--- config.mk ---
export PLATFORM = sky130hd
export DESIGN_NAME = lap8_queue
export DESIGN_NICKNAME = d
export VERILOG_FILES = /design/src/design/lap8_pkg.sv /design/src/design/lap8_queue.sv
export SDC_FILE = /design/constraint.sdc
export NUM_CORES = 1
export LEC_CHECK = 0
export BUFFER_PORTS_ARGS = -buffer_cell sky130_fd_sc_hd__buf_2
export CORE_MARGIN = 5
export CORE_UTILIZATION = 45
export CTS_CLUSTER_SIZE = 16
export DETAILED_ROUTE_END_ITERATION = 6
export GPL_TIMING_DRIVEN = 0
export SLEW_MARGIN = 20
export SYNTH_ARGS = -nofsm -noshare
export SYNTH_HDL_FRONTEND = slang
export SYNTH_SLANG_ARGS = --single-unit
--- constraint.sdc ---
create_clock -name clock -period 8.6 [get_ports clock]
set_clock_uncertainty 0.2 [all_clocks]
set_input_delay 1.29 -clock clock [delete_from_list [all_inputs] [get_ports clock]]
set_output_delay 1.29 -clock clock [all_outputs]
set_load 0.05 [all_outputs]
--- src/design/lap8_pkg.sv ---
// Shared types and constants of the eighth-order Laplacian stencil.
package lap8_pkg;

   // Stencil taps, symmetric about the center: outer, second, third, fourth, center.
   localparam logic signed [15:0] TAP_OUTER  = -16'sd9;
   localparam logic signed [15:0] TAP_SECOND = 16'sd128;
   localparam logic signed [15:0] TAP_THIRD  = -16'sd1008;
   localparam logic signed [15:0] TAP_FOURTH = 16'sd8064;
   localparam logic signed [15:0] TAP_CENTER = -16'sd14350;

   // Configuration register indexes.
   localparam logic [2:0] REG_GRID_WIDTH       = 3'd0;
   localparam logic [2:0] REG_GRID_HEIGHT      = 3'd1;
   localparam logic [2:0] REG_VERTICAL_SCALE   = 3'd2;
   localparam logic [2:0] REG_HORIZONTAL_SCALE = 3'd3;
   localparam logic [2:0] REG_SCALE_SHIFT      = 3'd4;

   // Entries of the queue between the stencil front and the scaling back end.
   localparam int QUEUE_DEPTH = 8;
   localparam int QUEUE_PTR_W = 3;

   typedef struct packed {
      logic [11:0] center_row;
      logic [9:0]  center_column;
      logic        last;
   } lap8_meta_type;

endpackage

--- src/design/lap8_queue.sv ---
// Small first-in first-out queue between the stencil front and the back end.
module lap8_queue #(
   parameter int DATA_W = 103
) (
   input  logic              clock,
   input  logic              reset,
   input  logic              push,
   input  logic [DATA_W-1:0] push_data,
   input  logic              pop,
   output logic              q_valid,
   output logic [DATA_W-1:0] q_data,
   output logic [lap8_pkg::QUEUE_PTR_W:0] q_count
);
   import lap8_pkg::*;

   logic [DATA_W-1:0]      entry_ff [QUEUE_DEPTH];
   logic [QUEUE_PTR_W-1:0] wr_ff, rd_ff;
   logic [QUEUE_PTR_W:0]   count_ff;

   always_ff @(posedge clock) begin
      if (reset) begin
         wr_ff    <= '0;
         rd_ff    <= '0;
         count_ff <= '0;
      end else begin
         if (push) begin
            wr_ff <= wr_ff + QUEUE_PTR_W'(1);
         end
         if (pop) begin
            rd_ff <= rd_ff + QUEUE_PTR_W'(1);
         end
         count_ff <= count_ff + (QUEUE_PTR_W+1)'(push) - (QUEUE_PTR_W+1)'(pop);
      end
      if (push) begin
         entry_ff[wr_ff] <= push_data;
      end
   end

   assign q_valid = count_ff != '0;
   assign q_data  = entry_ff[rd_ff];
   assign q_count = count_ff;

endmodule

Yosys cells after proc, flatten, opt, wreduce, memory -nomap -nowiden
Memory sizes are Yosys's and may differ from the RTL's. A register that Yosys moved wholly into a read port is not among the register bits. Cells that the tools add are included.

Register bits: 10. Bits in writable memories: 824. Input port bits: 107. Word-level logic and storage cells: 13. Memories kept: 1.

Add/subtract/negate cells: 4. Muxes and demuxes: 4. Reductions and logical operators: 1.

Memories: entry_ff (depth 8, bits a word 103, rd ports 1, clocked after Yosys merged registers in 1, write ports 1, RTL line lap8_queue.sv:16) `logic [DATA_W-1:0] entry_ff [QUEUE_DEPTH];`.

Operators with widths (count): $add 3x1->3 const B (2); $mux 3 (2); $add 4x1->4 (1); $reduce_bool 4->1 (1); $sub 4x1->4 (1); $mux 1 (2).

Longest topological paths before layout
Gate-level depths: netlist of run 1.

Word-level depth: 3. Depth in mapped cells: 8. Depth with buffers taken out: 8.

Worst setup path after synthesis of run 1
No wires, ideal clock.

Path type: input to register. Start point: in push. End point: mem entry_ff[0][0], enable pin. Library setup time: 0.691 ns. Data arrival time: 8.348 ns. Data required time: 7.709 ns. Setup slack: -0.639 ns. Stages on the path: 2. Cells stage by stage: nand2b_1 nor3_1.

Word-level cells in the longest chain between the ends: 2.

Ends and longest elaborated chain: from (decl) (RTL line lap8_queue.sv:7) `input logic push,`; $mux 1 (RTL line lap8_queue.sv:34) `if (push) begin`; $mux 1 (not written as such) (RTL line lap8_queue.sv:35) `entry_ff[wr_ff] <= push_data;`; to (decl) (RTL line lap8_queue.sv:16).

No other way between the ends.

==> qor.yml, run 1 <==
run_status:
  outcome: "completed"
yosys:
  syn_area_um2: 31900
  synth_warnings: 0
  yosysUniqueCellTypes: 25
  ys_ff_latch: 837
  ys_seq_area_share_pct: 78.5
  synthCells: 1258
  syn_avg_cell_area_um2: 25.3
  synth_nets: 1373
timing:
  fin_tns_setup_ns: 0
  period_minus_slack_ns: 4.87
  fmax_mhz: 205
  rsz0062_at_grt: "false"
  timing.final.crit_share_pct: 56.6
  setup-violations-final: 0
  drv_slew: 0
  finalHoldViolCount: 0
  relSlewSlack_pct: 31.3
  setup_slack_ns: 3.73
  tightest_slew_ns: 1.03
placement:
  hpwl_mm: 43.2
  gp_congestion: 0.715
  numPortBuffers: 214
  pre_cts_ws_ns: 4.22
critical_path:
  rr_worst_depth: 7
  critPathKind: "reg2out"
  crit-reg2reg-launch: "wr_ff[2]$_SDFFE_PP0P_"
  critPathRequiredTime_ns: 7.11
  cp.arrival_ns: 3.38
  cp_max_fo: 10
  endpoint_kind: "output port"
  critPathLaunchType: "flop"
die:
  die_h_um: 276
  die_w_um: 276
  row_count: 97
  core-area_um2: 70100
  ioPinCount: 215
  dieArea_um2: 76200
  start_util_pct: 45.4
detailed_routing:
  drc: 0
  drt-vias-per-instance: 5.37
  ant_nets: 0
  drt-initial-drc-count: 999
  routedWlPerCell_um: 25.8
  dr.pass1.iters: 5
  dr_total_vias: 14102
  routed_wl_mm: 67.6
clock_tree:
  clock_latency_ns: 0.60
  cts_resized: 0
  clkTransAtPathRegs_ns: 0.06
  cts_max_path_buffers: 3
  cts_hold_buf: 0
  cts_tree: "yes"
  htreeDepth: 3
  cts_sinks: 837
  post-cts-setup-buffers: 0
  numCtsBuffers: 85
  cts-root-buf: "clkbuf_16"
power:
  swShare_pct: 23.5
  combinationalPowerShare_pct: 12.0
  clockPowerShare_pct: 38.1
  share_seq_of_total_power_pct: 49.9
  internal-power_w: 0.00708
  p_switching_w: 0.00218
  p_leak_nw: 12.4
  power_density_nw_per_um2: 243
  vdd_drop_max_mv: 0.136
cells_and_area:
  nets: 1733
  syn2layout_area_growth_pct: 19.5
  fill_cells: 5414
  layout_common_cells: "824 x edfxtp_1, 240 x buf_2, 206 x mux4_2"
  fin_util_pct: 54.3
  layout-drive-gt1-share_pct: 44.3
  layout.cells.most_common: "edfxtp_1"
min_path:
  min_path_type: "reg2reg"
  min_path_cells: 2
  hp-start: "rd_ff[2]$_SDFFE_PP0P_"
global_routing:
  overflow: 0
  grt_util_all_layers_pct: 17.7
  grt_pass1_wl_mm: 101
  grt_max_degree: 21
  grt_antenna_before_repair: 10
  grt_pass1_vias: 15154
job:
  maxCapViolations: 0
[cells in the mapped netlist, drive strengths merged]
master / instances / share of area [%]
nand2: 4 / 0.047
mux2: 103 / 4.4
nor3: 2 / 0.031
edfxtp: 824 / 78
clkbuf: 11 / 0.13
mux4: 206 / 15
nor2: 16 / 0.19
buf: 47 / 1.4
xor2: 3 / 0.082
dfxtp: 13 / 0.82
xnor2: 2 / 0.055
nand2b: 4 / 0.079
a21oi: 2 / 0.031
nand3: 2 / 0.031
inv: 7 / 0.082
ha: 7 / 0.27
mux2i: 2 / 0.063
fa: 1 / 0.063
a31o: 1 / 0.027
nor2b: 1 / 0.020
[state kept, by name, indices dropped and copies added, names as in the netlist, named ones only]
| name | count |
|---|---|
| entry_ff | 824 |
| q_count | 4 |
| rd_ff | 3 |
| wr_ff | 3 |
[per-stage QoR]
step	total power (W)	area, µm²	hold slack (ns)	std cells
final	0.00926	38100	0.345	2625
after global routing	0.00960	38100	0.368	2621
after CTS	0.00938	38000	0.339	2620
after detailed placement	0.00584	35400	0.325	2471
after global placement	0.00580	34100	0.307	2412
after floorplan	0.00550	31900	0.285	1258
[power by group through the flow]
stage	Sequential [W]	Clock, W	Combinational, W
CTS	0.00462	0.00363	0.00113
global route	0.00463	0.00380	0.00118
detailed placement	0.00471	0	0.00113
global placement	0.00473	0	0.00107
floorplan	0.00474	0	0.000765
finish	0.00462	0.00353	0.00111
[path summary, 6_finish.rpt]
path	to	slack [ns]
worst max-delay path	q_data[70]	3.73
worst min-delay path	flop	0.35
worst max register to register	entry_ff[0][80]$_DFFE_PP_	5.83
worst min register to register	flop	0.35
[final cells by class]
class / instances / area (µm²) / share of cell area [%]
Clock inverter: 41 / 388 / 1.02
Antenna cell: 5 / 12.5 / 0.0329
Timing Repair Buffer: 273 / 2280 / 5.99
Buffer: 58 / 478 / 1.26
Sequential cell: 837 / 25000 / 65.7
Inverter: 7 / 26.3 / 0.0690
Clock buffer: 108 / 2280 / 5.98
Multi-Input combinational cell: 356 / 6420 / 16.9
Tap cell: 940 / 1180 / 3.09
[layer usage]
| layer | global-route usage (%) | wire length, µm |
|---|---|---|
| met3 | 3.74 | 3250 |
| met1 | 23.7 | 28200 |
| met5 | 0 | 64 |
| met4 | 4.34 | 1070 |
| met2 | 30.1 | 35100 |
[cell families after synthesis]
| kind of cell | synth area share, % |
|---|---|
| adders and majority gates | 0.338 |
| muxes | 19.0 |
| DFF | 78.5 |
| xor gates and xnor gates | 0.137 |
| buffers and inverters | 1.58 |
| and+or+nand+nor | 0.397 |
| AOI/OAI and AO/OA | 0.0589 |
[worst max-delay path, cell delays in order (launching register included)]
cell	delay [ns]
dfxtp_1	0.30
buf_2	0.32
clkbuf_1	0.79
buf_2	0.45
mux4_2	0.36
mux2_2	0.31
buf_2	0.22
(Power assumes the default switching activity.)
==> run 2: changes to the inputs <==
--- a/config.mk
+++ b/config.mk
@@ -5,6 +5,7 @@
 export SDC_FILE = /design/constraint.sdc
 export NUM_CORES = 1
 export LEC_CHECK = 0
+export ABC_AREA = 1
 export BUFFER_PORTS_ARGS = -buffer_cell sky130_fd_sc_hd__buf_2
 export CORE_MARGIN = 5
 export CORE_UTILIZATION = 45
==> constraint.sdc (replaced) <==
create_clock -name clock -period 4.4 [get_ports clock]
set_clock_uncertainty 0.2 [all_clocks]
set_input_delay 0.66 -clock clock [delete_from_list [all_inputs] [get_ports clock]]
set_output_delay 0.66 -clock clock [all_outputs]
set_load 0.05 [all_outputs]
==> qor.yml, run 2 <==
run_status:
  outcome: "completed"
timing:
  rsz0062_at_grt: "false"
  setup_slack_ns: 0.742
  finalHoldViolCount: 0
  setup-violations-final: 0
  relSlewSlack_pct: 46.2
  tightest_slew_ns: 0.806
  drv_slew: 0
  period_minus_slack_ns: 3.66
  timing.final.crit_share_pct: 83.1
  timing.hold.ws_ns: 0.0745
  fmax_mhz: 273
power:
  p_leak_nw: 19.9
  vdd_drop_max_mv: 0.481
  power_density_nw_per_um2: 443
  finalPower_w: 0.0190
yosys:
  ys_ff_latch: 837
  ys_seq_area_share_pct: 68.4
  synth_warnings: 0
  ys_top_cells_by_count: "1,350 x nand2_1, 839 x inv_1, 824 x edfxtp_1"
  yosysUniqueCellTypes: 20
  syn_area_um2: 36600
  async_reset_ff_share_pct: 0
  synth_top_area_share_pct: 67.7
  synth_nets: 3754
  synthCells: 3639
  synth_flop_cell: "edfxtp_1"
  synth.most_common_cell: "nand2_1"
  syn_avg_cell_area_um2: 10.0
  synth.area.top_cells: "edfxtp_1 68%, nand2_1 14%, inv_1 8.6%"
  synth_edf_count: 824
  synth_top_cell_by_area: "edfxtp_1"
critical_path:
  cp_max_fo: 10
  crit_path_top_delay_cell: "buf_1"
  critPathLaunchType: "flop"
  cp.arrival_ns: 2.80
  critPathRequiredTime_ns: 3.54
  regToRegSetupSlack_ns: 1.93
  path_common_cell: "buf_2"
  slowest_delay_ns: 0.57
  cp_top_family: "buffers and inverters"
  cp_cell_sequence: "buf_2 > buf_2 > buf_1 > nand2_1 > nand2_1 > buf_2"
  critPathKind: "reg2out"
  critPathBufInv: 4
  endpoint_kind: "output port"
clock_tree:
  cts_hold_buf: 0
  htreeDepth: 3
  numCtsBuffers: 91
  cts-root-buf: "clkbuf_16"
  cts_max_path_buffers: 3
  cts_sinks: 837
  clock_latency_ns: 0.63
  clkTransAtPathRegs_ns: 0.06
  cts_resized: 0
  cts_tree: "yes"
  post-cts-setup-buffers: 0
detailed_routing:
  dr_total_vias: 24410
  drt-initial-drc-count: 1976
  routed_wl_mm: 95.1
  routedWlPerCell_um: 18.5
  dr.pass1.iters: 5
  drt-vias-per-instance: 4.75
  ant_nets: 0
  drc: 0
placement:
  dp.cells: 4960
  pre_cts_ws_ns: 1.39
  hpwl_mm: 61.1
  numPortBuffers: 214
  gp_congestion: 0.746
global_routing:
  grt_max_degree: 22
  grt_util_all_layers_pct: 21.6
  grt_pass1_vias: 23565
  grt_antenna_before_repair: 18
  grt_pass1_wl_mm: 142
  overflow: 0
die:
  ioPinCount: 215
  dieArea_um2: 87100
  die_h_um: 295
  core-area_um2: 80500
  start_util_pct: 45.4
  row_count: 104
  die_w_um: 295
min_path:
  min_path_type: "in2reg"
cells_and_area:
  fin_util_pct: 53.4
  layout-drive-gt1-share_pct: 13.1
  instances_no_fill: 5134
  syn2layout_area_growth_pct: 17.6
  layout.cells.most_common: "nand2_1"
  fill_cells: 7026
  layout_common_cells: "1,350 x nand2_1, 839 x inv_1, 824 x edfxtp_1"
  largest_register_ffs: 824
  largest-register: "entry_ff"
  nets: 4108
job:
  maxCapViolations: 0
[run 2: cell count changes after synthesis, sizes merged, moves of 2 or more]
cell and delta:
nand3 +413, xor2 -2, o21ai +3, a21oi +4, buf +95, mux2 -103
clkbuf +6, mux4 -206, nand2b -4, mux2i -2, nor3 -2, or2 +2
nand2 +1346, inv +834
[run 2: kinds of logic after synthesis]
family / count (synthesis) / share of synthesized area, %
AOI/OAI and AO/OA: 9 / 0.123
and+or+nand+nor: 1783 / 19.7
adders and majority gates: 8 / 0.294
xor gates and xnor gates: 2 / 0.0479
buffers and inverters: 1000 / 11.4
DFF: 837 / 68.4
[run 2: worst paths after layout]
path | from | endpoint | cells after the start
worst max-delay path | flop | q_data[51] | 6
worst min-delay path | reset | q_count[1]$_SDFF_PP0_ | 2
worst max register to register | wr_ff[0]$_SDFFE_PP0P_ | entry_ff[7][75]$_DFFE_PP_ | 5
worst min register to register | wr_ff[0]$_SDFFE_PP0P_ | wr_ff[0]$_SDFFE_PP0P_ | 2
[run 2: where the power goes]
| group | leakage (nW) | internal, W | switching, W |
|---|---|---|---|
| logic | 10.9 | 0.000708 | 0.00208 |
| clock network | 1.39 | 0.00419 | 0.00306 |
| registers | 7.59 | 0.00896 | 0.0000445 |
| total | 19.9 | 0.0139 | 0.00519 |
[run 2: area by class of cell]
| class | instances | area [µm²] | share of cell area, % |
|---|---|---|---|
| antenna | 12 | 30.0 | 0.0699 |
| buffer | 159 | 1010 | 2.35 |
| clock buffer | 112 | 2420 | 5.63 |
| clock inverter | 50 | 394 | 0.917 |
| inverter | 841 | 3160 | 7.36 |
| multi-input combinational | 1802 | 7450 | 17.3 |
| sequential | 837 | 25000 | 58.2 |
| tap | 1060 | 1330 | 3.09 |
| timing repair buffer | 261 | 2190 | 5.09 |
[run 2: metrics by stage]
step / instance area (µm²) / TNS, ns
final: 43000 / 0
after global routing: 43000 / 0
after CTS: 43000 / 0
after detailed placement: 40100 / 0
after global placement: 39000 / -3717.53
after floorplan: 36600 / -692.62
[run 2: metal layers]
layer | global-route usage [%] | share of wire, % | routed length [µm] | up-vias
met4 | 5.63 | 2.3 | 2180 | 14
met5 | 0 | 0.091 | 87 | -
met1 | 29.4 | 42 | 40100 | 11447
met3 | 4.60 | 7.6 | 7240 | 171
li1 | - | - | - | 12036
met2 | 35.8 | 48 | 45500 | 742
==> run 3: changes to the inputs <==
==> constraint.sdc (replaced) <==
create_clock -name clock -period 3.8 [get_ports clock]
set_clock_uncertainty 0.2 [all_clocks]
set_input_delay 0.57 -clock clock [delete_from_list [all_inputs] [get_ports clock]]
set_output_delay 0.57 -clock clock [all_outputs]
set_load 0.05 [all_outputs]
==> qor.yml, run 3 (synthesized netlist as in run 2, its figures left out) <==
global_routing:
  overflow: 0
  grt_antenna_before_repair: 11
  grt_pass1_wl_mm: 141
  grt_max_degree: 22
  grt_pass1_vias: 23640
  grt_util_all_layers_pct: 21.6
timing:
  relSlewSlack_pct: 52.3
  finalHoldViolCount: 0
  drv_slew: 0
  tightest_slew_ns: 0.716
  timing.final.crit_share_pct: 93.5
  setup-violations-final: 0
  period_minus_slack_ns: 3.55
  timing.hold.ws_ns: 0.0268
  rsz0062_at_grt: "false"
  fmax_mhz: 282
critical_path:
  crit-reg2reg-launch: "wr_ff[0]$_SDFFE_PP0P_"
  critPathKind: "reg2out"
  critPathBufInv: 4
  regToRegSetupSlack_ns: 1.16
  worst_r2r_endpoint: "entry_ff[2][49]$_DFFE_PP_"
  cp_cell_sequence: "buf_4 > buf_2 > buf_2 > nand3_1 > nand2_1 > nand2_1 > nand2_1 > buf_2"
  crit_path_top_delay_cell: "buf_2"
  critPathLaunchType: "flop"
  cp_max_fo: 10
  slowest_delay_ns: 0.45
  critPathRequiredTime_ns: 3.03
  endpoint_kind: "output port"
  cp_top_family: "buffers and inverters"
  cp.arrival_ns: 2.78
  rr_worst_depth: 6
die:
  ioPinCount: 215
  core-area_um2: 80500
  dieArea_um2: 87100
  die_w_um: 295
  die_h_um: 295
  row_count: 104
  start_util_pct: 45.4
power:
  power_density_nw_per_um2: 505
  swShare_pct: 26.8
  clockPowerShare_pct: 37.9
  p_leak_nw: 20.2
  p_switching_w: 0.00593
  combinationalPowerShare_pct: 15.0
  internal-power_w: 0.0162
  vdd_drop_max_mv: 0.429
  share_seq_of_total_power_pct: 47.1
detailed_routing:
  drc: 0
  ant_nets: 0
  dr_total_vias: 24525
  routedWlPerCell_um: 18.2
  drt-initial-drc-count: 1871
  routed_wl_mm: 94.9
  drt-vias-per-instance: 4.71
  dr.pass1.iters: 6
cells_and_area:
  largest-register: "entry_ff"
  design_area_um2: 43700
  layout.cells.most_common: "nand2_1"
  nets: 4187
  largest_register_ffs: 824
  layout-drive-gt1-share_pct: 12.7
  syn2layout_area_growth_pct: 19.6
  layout_common_cells: "1,350 x nand2_1, 839 x inv_1, 824 x edfxtp_1"
min_path:
  min_to: "entry_ff[3][97]$_DFFE_PP_"
  hp-start: "push_data[97]"
  min_path_cells: 1
  min_path_type: "in2reg"
clock_tree:
  cts_max_path_buffers: 3
  cts_tree: "yes"
  numCtsBuffers: 89
  cts_resized: 0
  cts-root-buf: "clkbuf_16"
  cts_sinks: 837
  clkTransAtPathRegs_ns: 0.06
  htreeDepth: 3
  clock_latency_ns: 0.64
job:
  maxCapViolations: 0
placement:
  hpwl_mm: 60.8
  numPortBuffers: 214
  post_dp_cell_area_um2: 40100
  gp_congestion: 0.752
run_status:
  outcome: "completed"
==> run 3: changes by cell type in the layout (fill, tap and decap cells not counted), sizes merged <==
cell,delta
bufinv,+2
clkbuf,+5
clkinv,-12
clkinvlp,+1
diode,-3
dlygate4sd3,+81
inv,-2
==> run 3: repair_timing <==
action,in CTS,in global routing
buffers inserted,0,0
endpoints found under the hold margin,607,0
hold buffers,81,0
==> run 3: worst max-delay path by stage <==
| stage | startpoint | to | depth (start not counted) |
|---|---|---|---|
| after floorplan | push | entry_ff[4][0]$_DFFE_PP_ | 3 |
| after global placement | push | entry_ff[4][62]$_DFFE_PP_ | 4 |
| after detailed placement | push | entry_ff[2][64]$_DFFE_PP_ | 8 |
| after CTS | flop | q_data[51] | 8 |
| after global routing | flop | q_data[51] | 8 |
| final | flop | q_data[100] | 8 |
==> run 3: routing by layer <==
layer | GRT usage, % | vias to the layer above | share of wire (%)
met2 | 36.1 | 717 | 48
met4 | 6.35 | 6 | 2.9
met1 | 29.2 | 11424 | 43
met5 | 0 | - | 0.036
met3 | 4.01 | 186 | 6.3
li1 | - | 12192 | -
==> run 3: power groups by stage <==
stage          combinational, W  clock, W  sequential, W
2_1_floorplan           0.00206         0         0.0107
3_3_place_gp            0.00316         0         0.0106
4_1_cts                 0.00336   0.00851         0.0104
6_report                0.00332   0.00837         0.0104
5_1_grt                 0.00362   0.00890         0.0104
3_5_place_dp            0.00327         0         0.0106
==> run 3: cell type report <==
cell class | count | area, µm²
Antenna cell | 9 | 22.5
Buffer | 159 | 1010
Clock buffer | 117 | 2420
Clock inverter | 39 | 365
Fill cell | 6957 | 36800
Inverter | 841 | 3160
Multi-Input combinational cell | 1802 | 7450
Sequential cell | 837 | 25000
Tap cell | 1060 | 1330
Timing Repair Buffer | 342 | 2990
==> run 3: stage by stage <==
stage	std cells	setup WS, ns	TNS, ns	total power (W)	utilization [%]
floorplan	3639	-0.472	-194.66	0.0127	-
global placement	4913	-3.52	-1802.18	0.0138	48.4
detailed placement	4960	0.726	0	0.0139	49.8
CTS	5197	0.178	0	0.0223	54.3
global route	5199	0.118	0	0.0229	54.3
finish	5206	0.249	0	0.0221	54.3
==> run 3: worst register-to-register path: cells and delay by family, from the launching register on <==
family	cells	cell delay (ns)
buf+inv	4	0.81
flops	1	0.34
simple gates	2	0.99
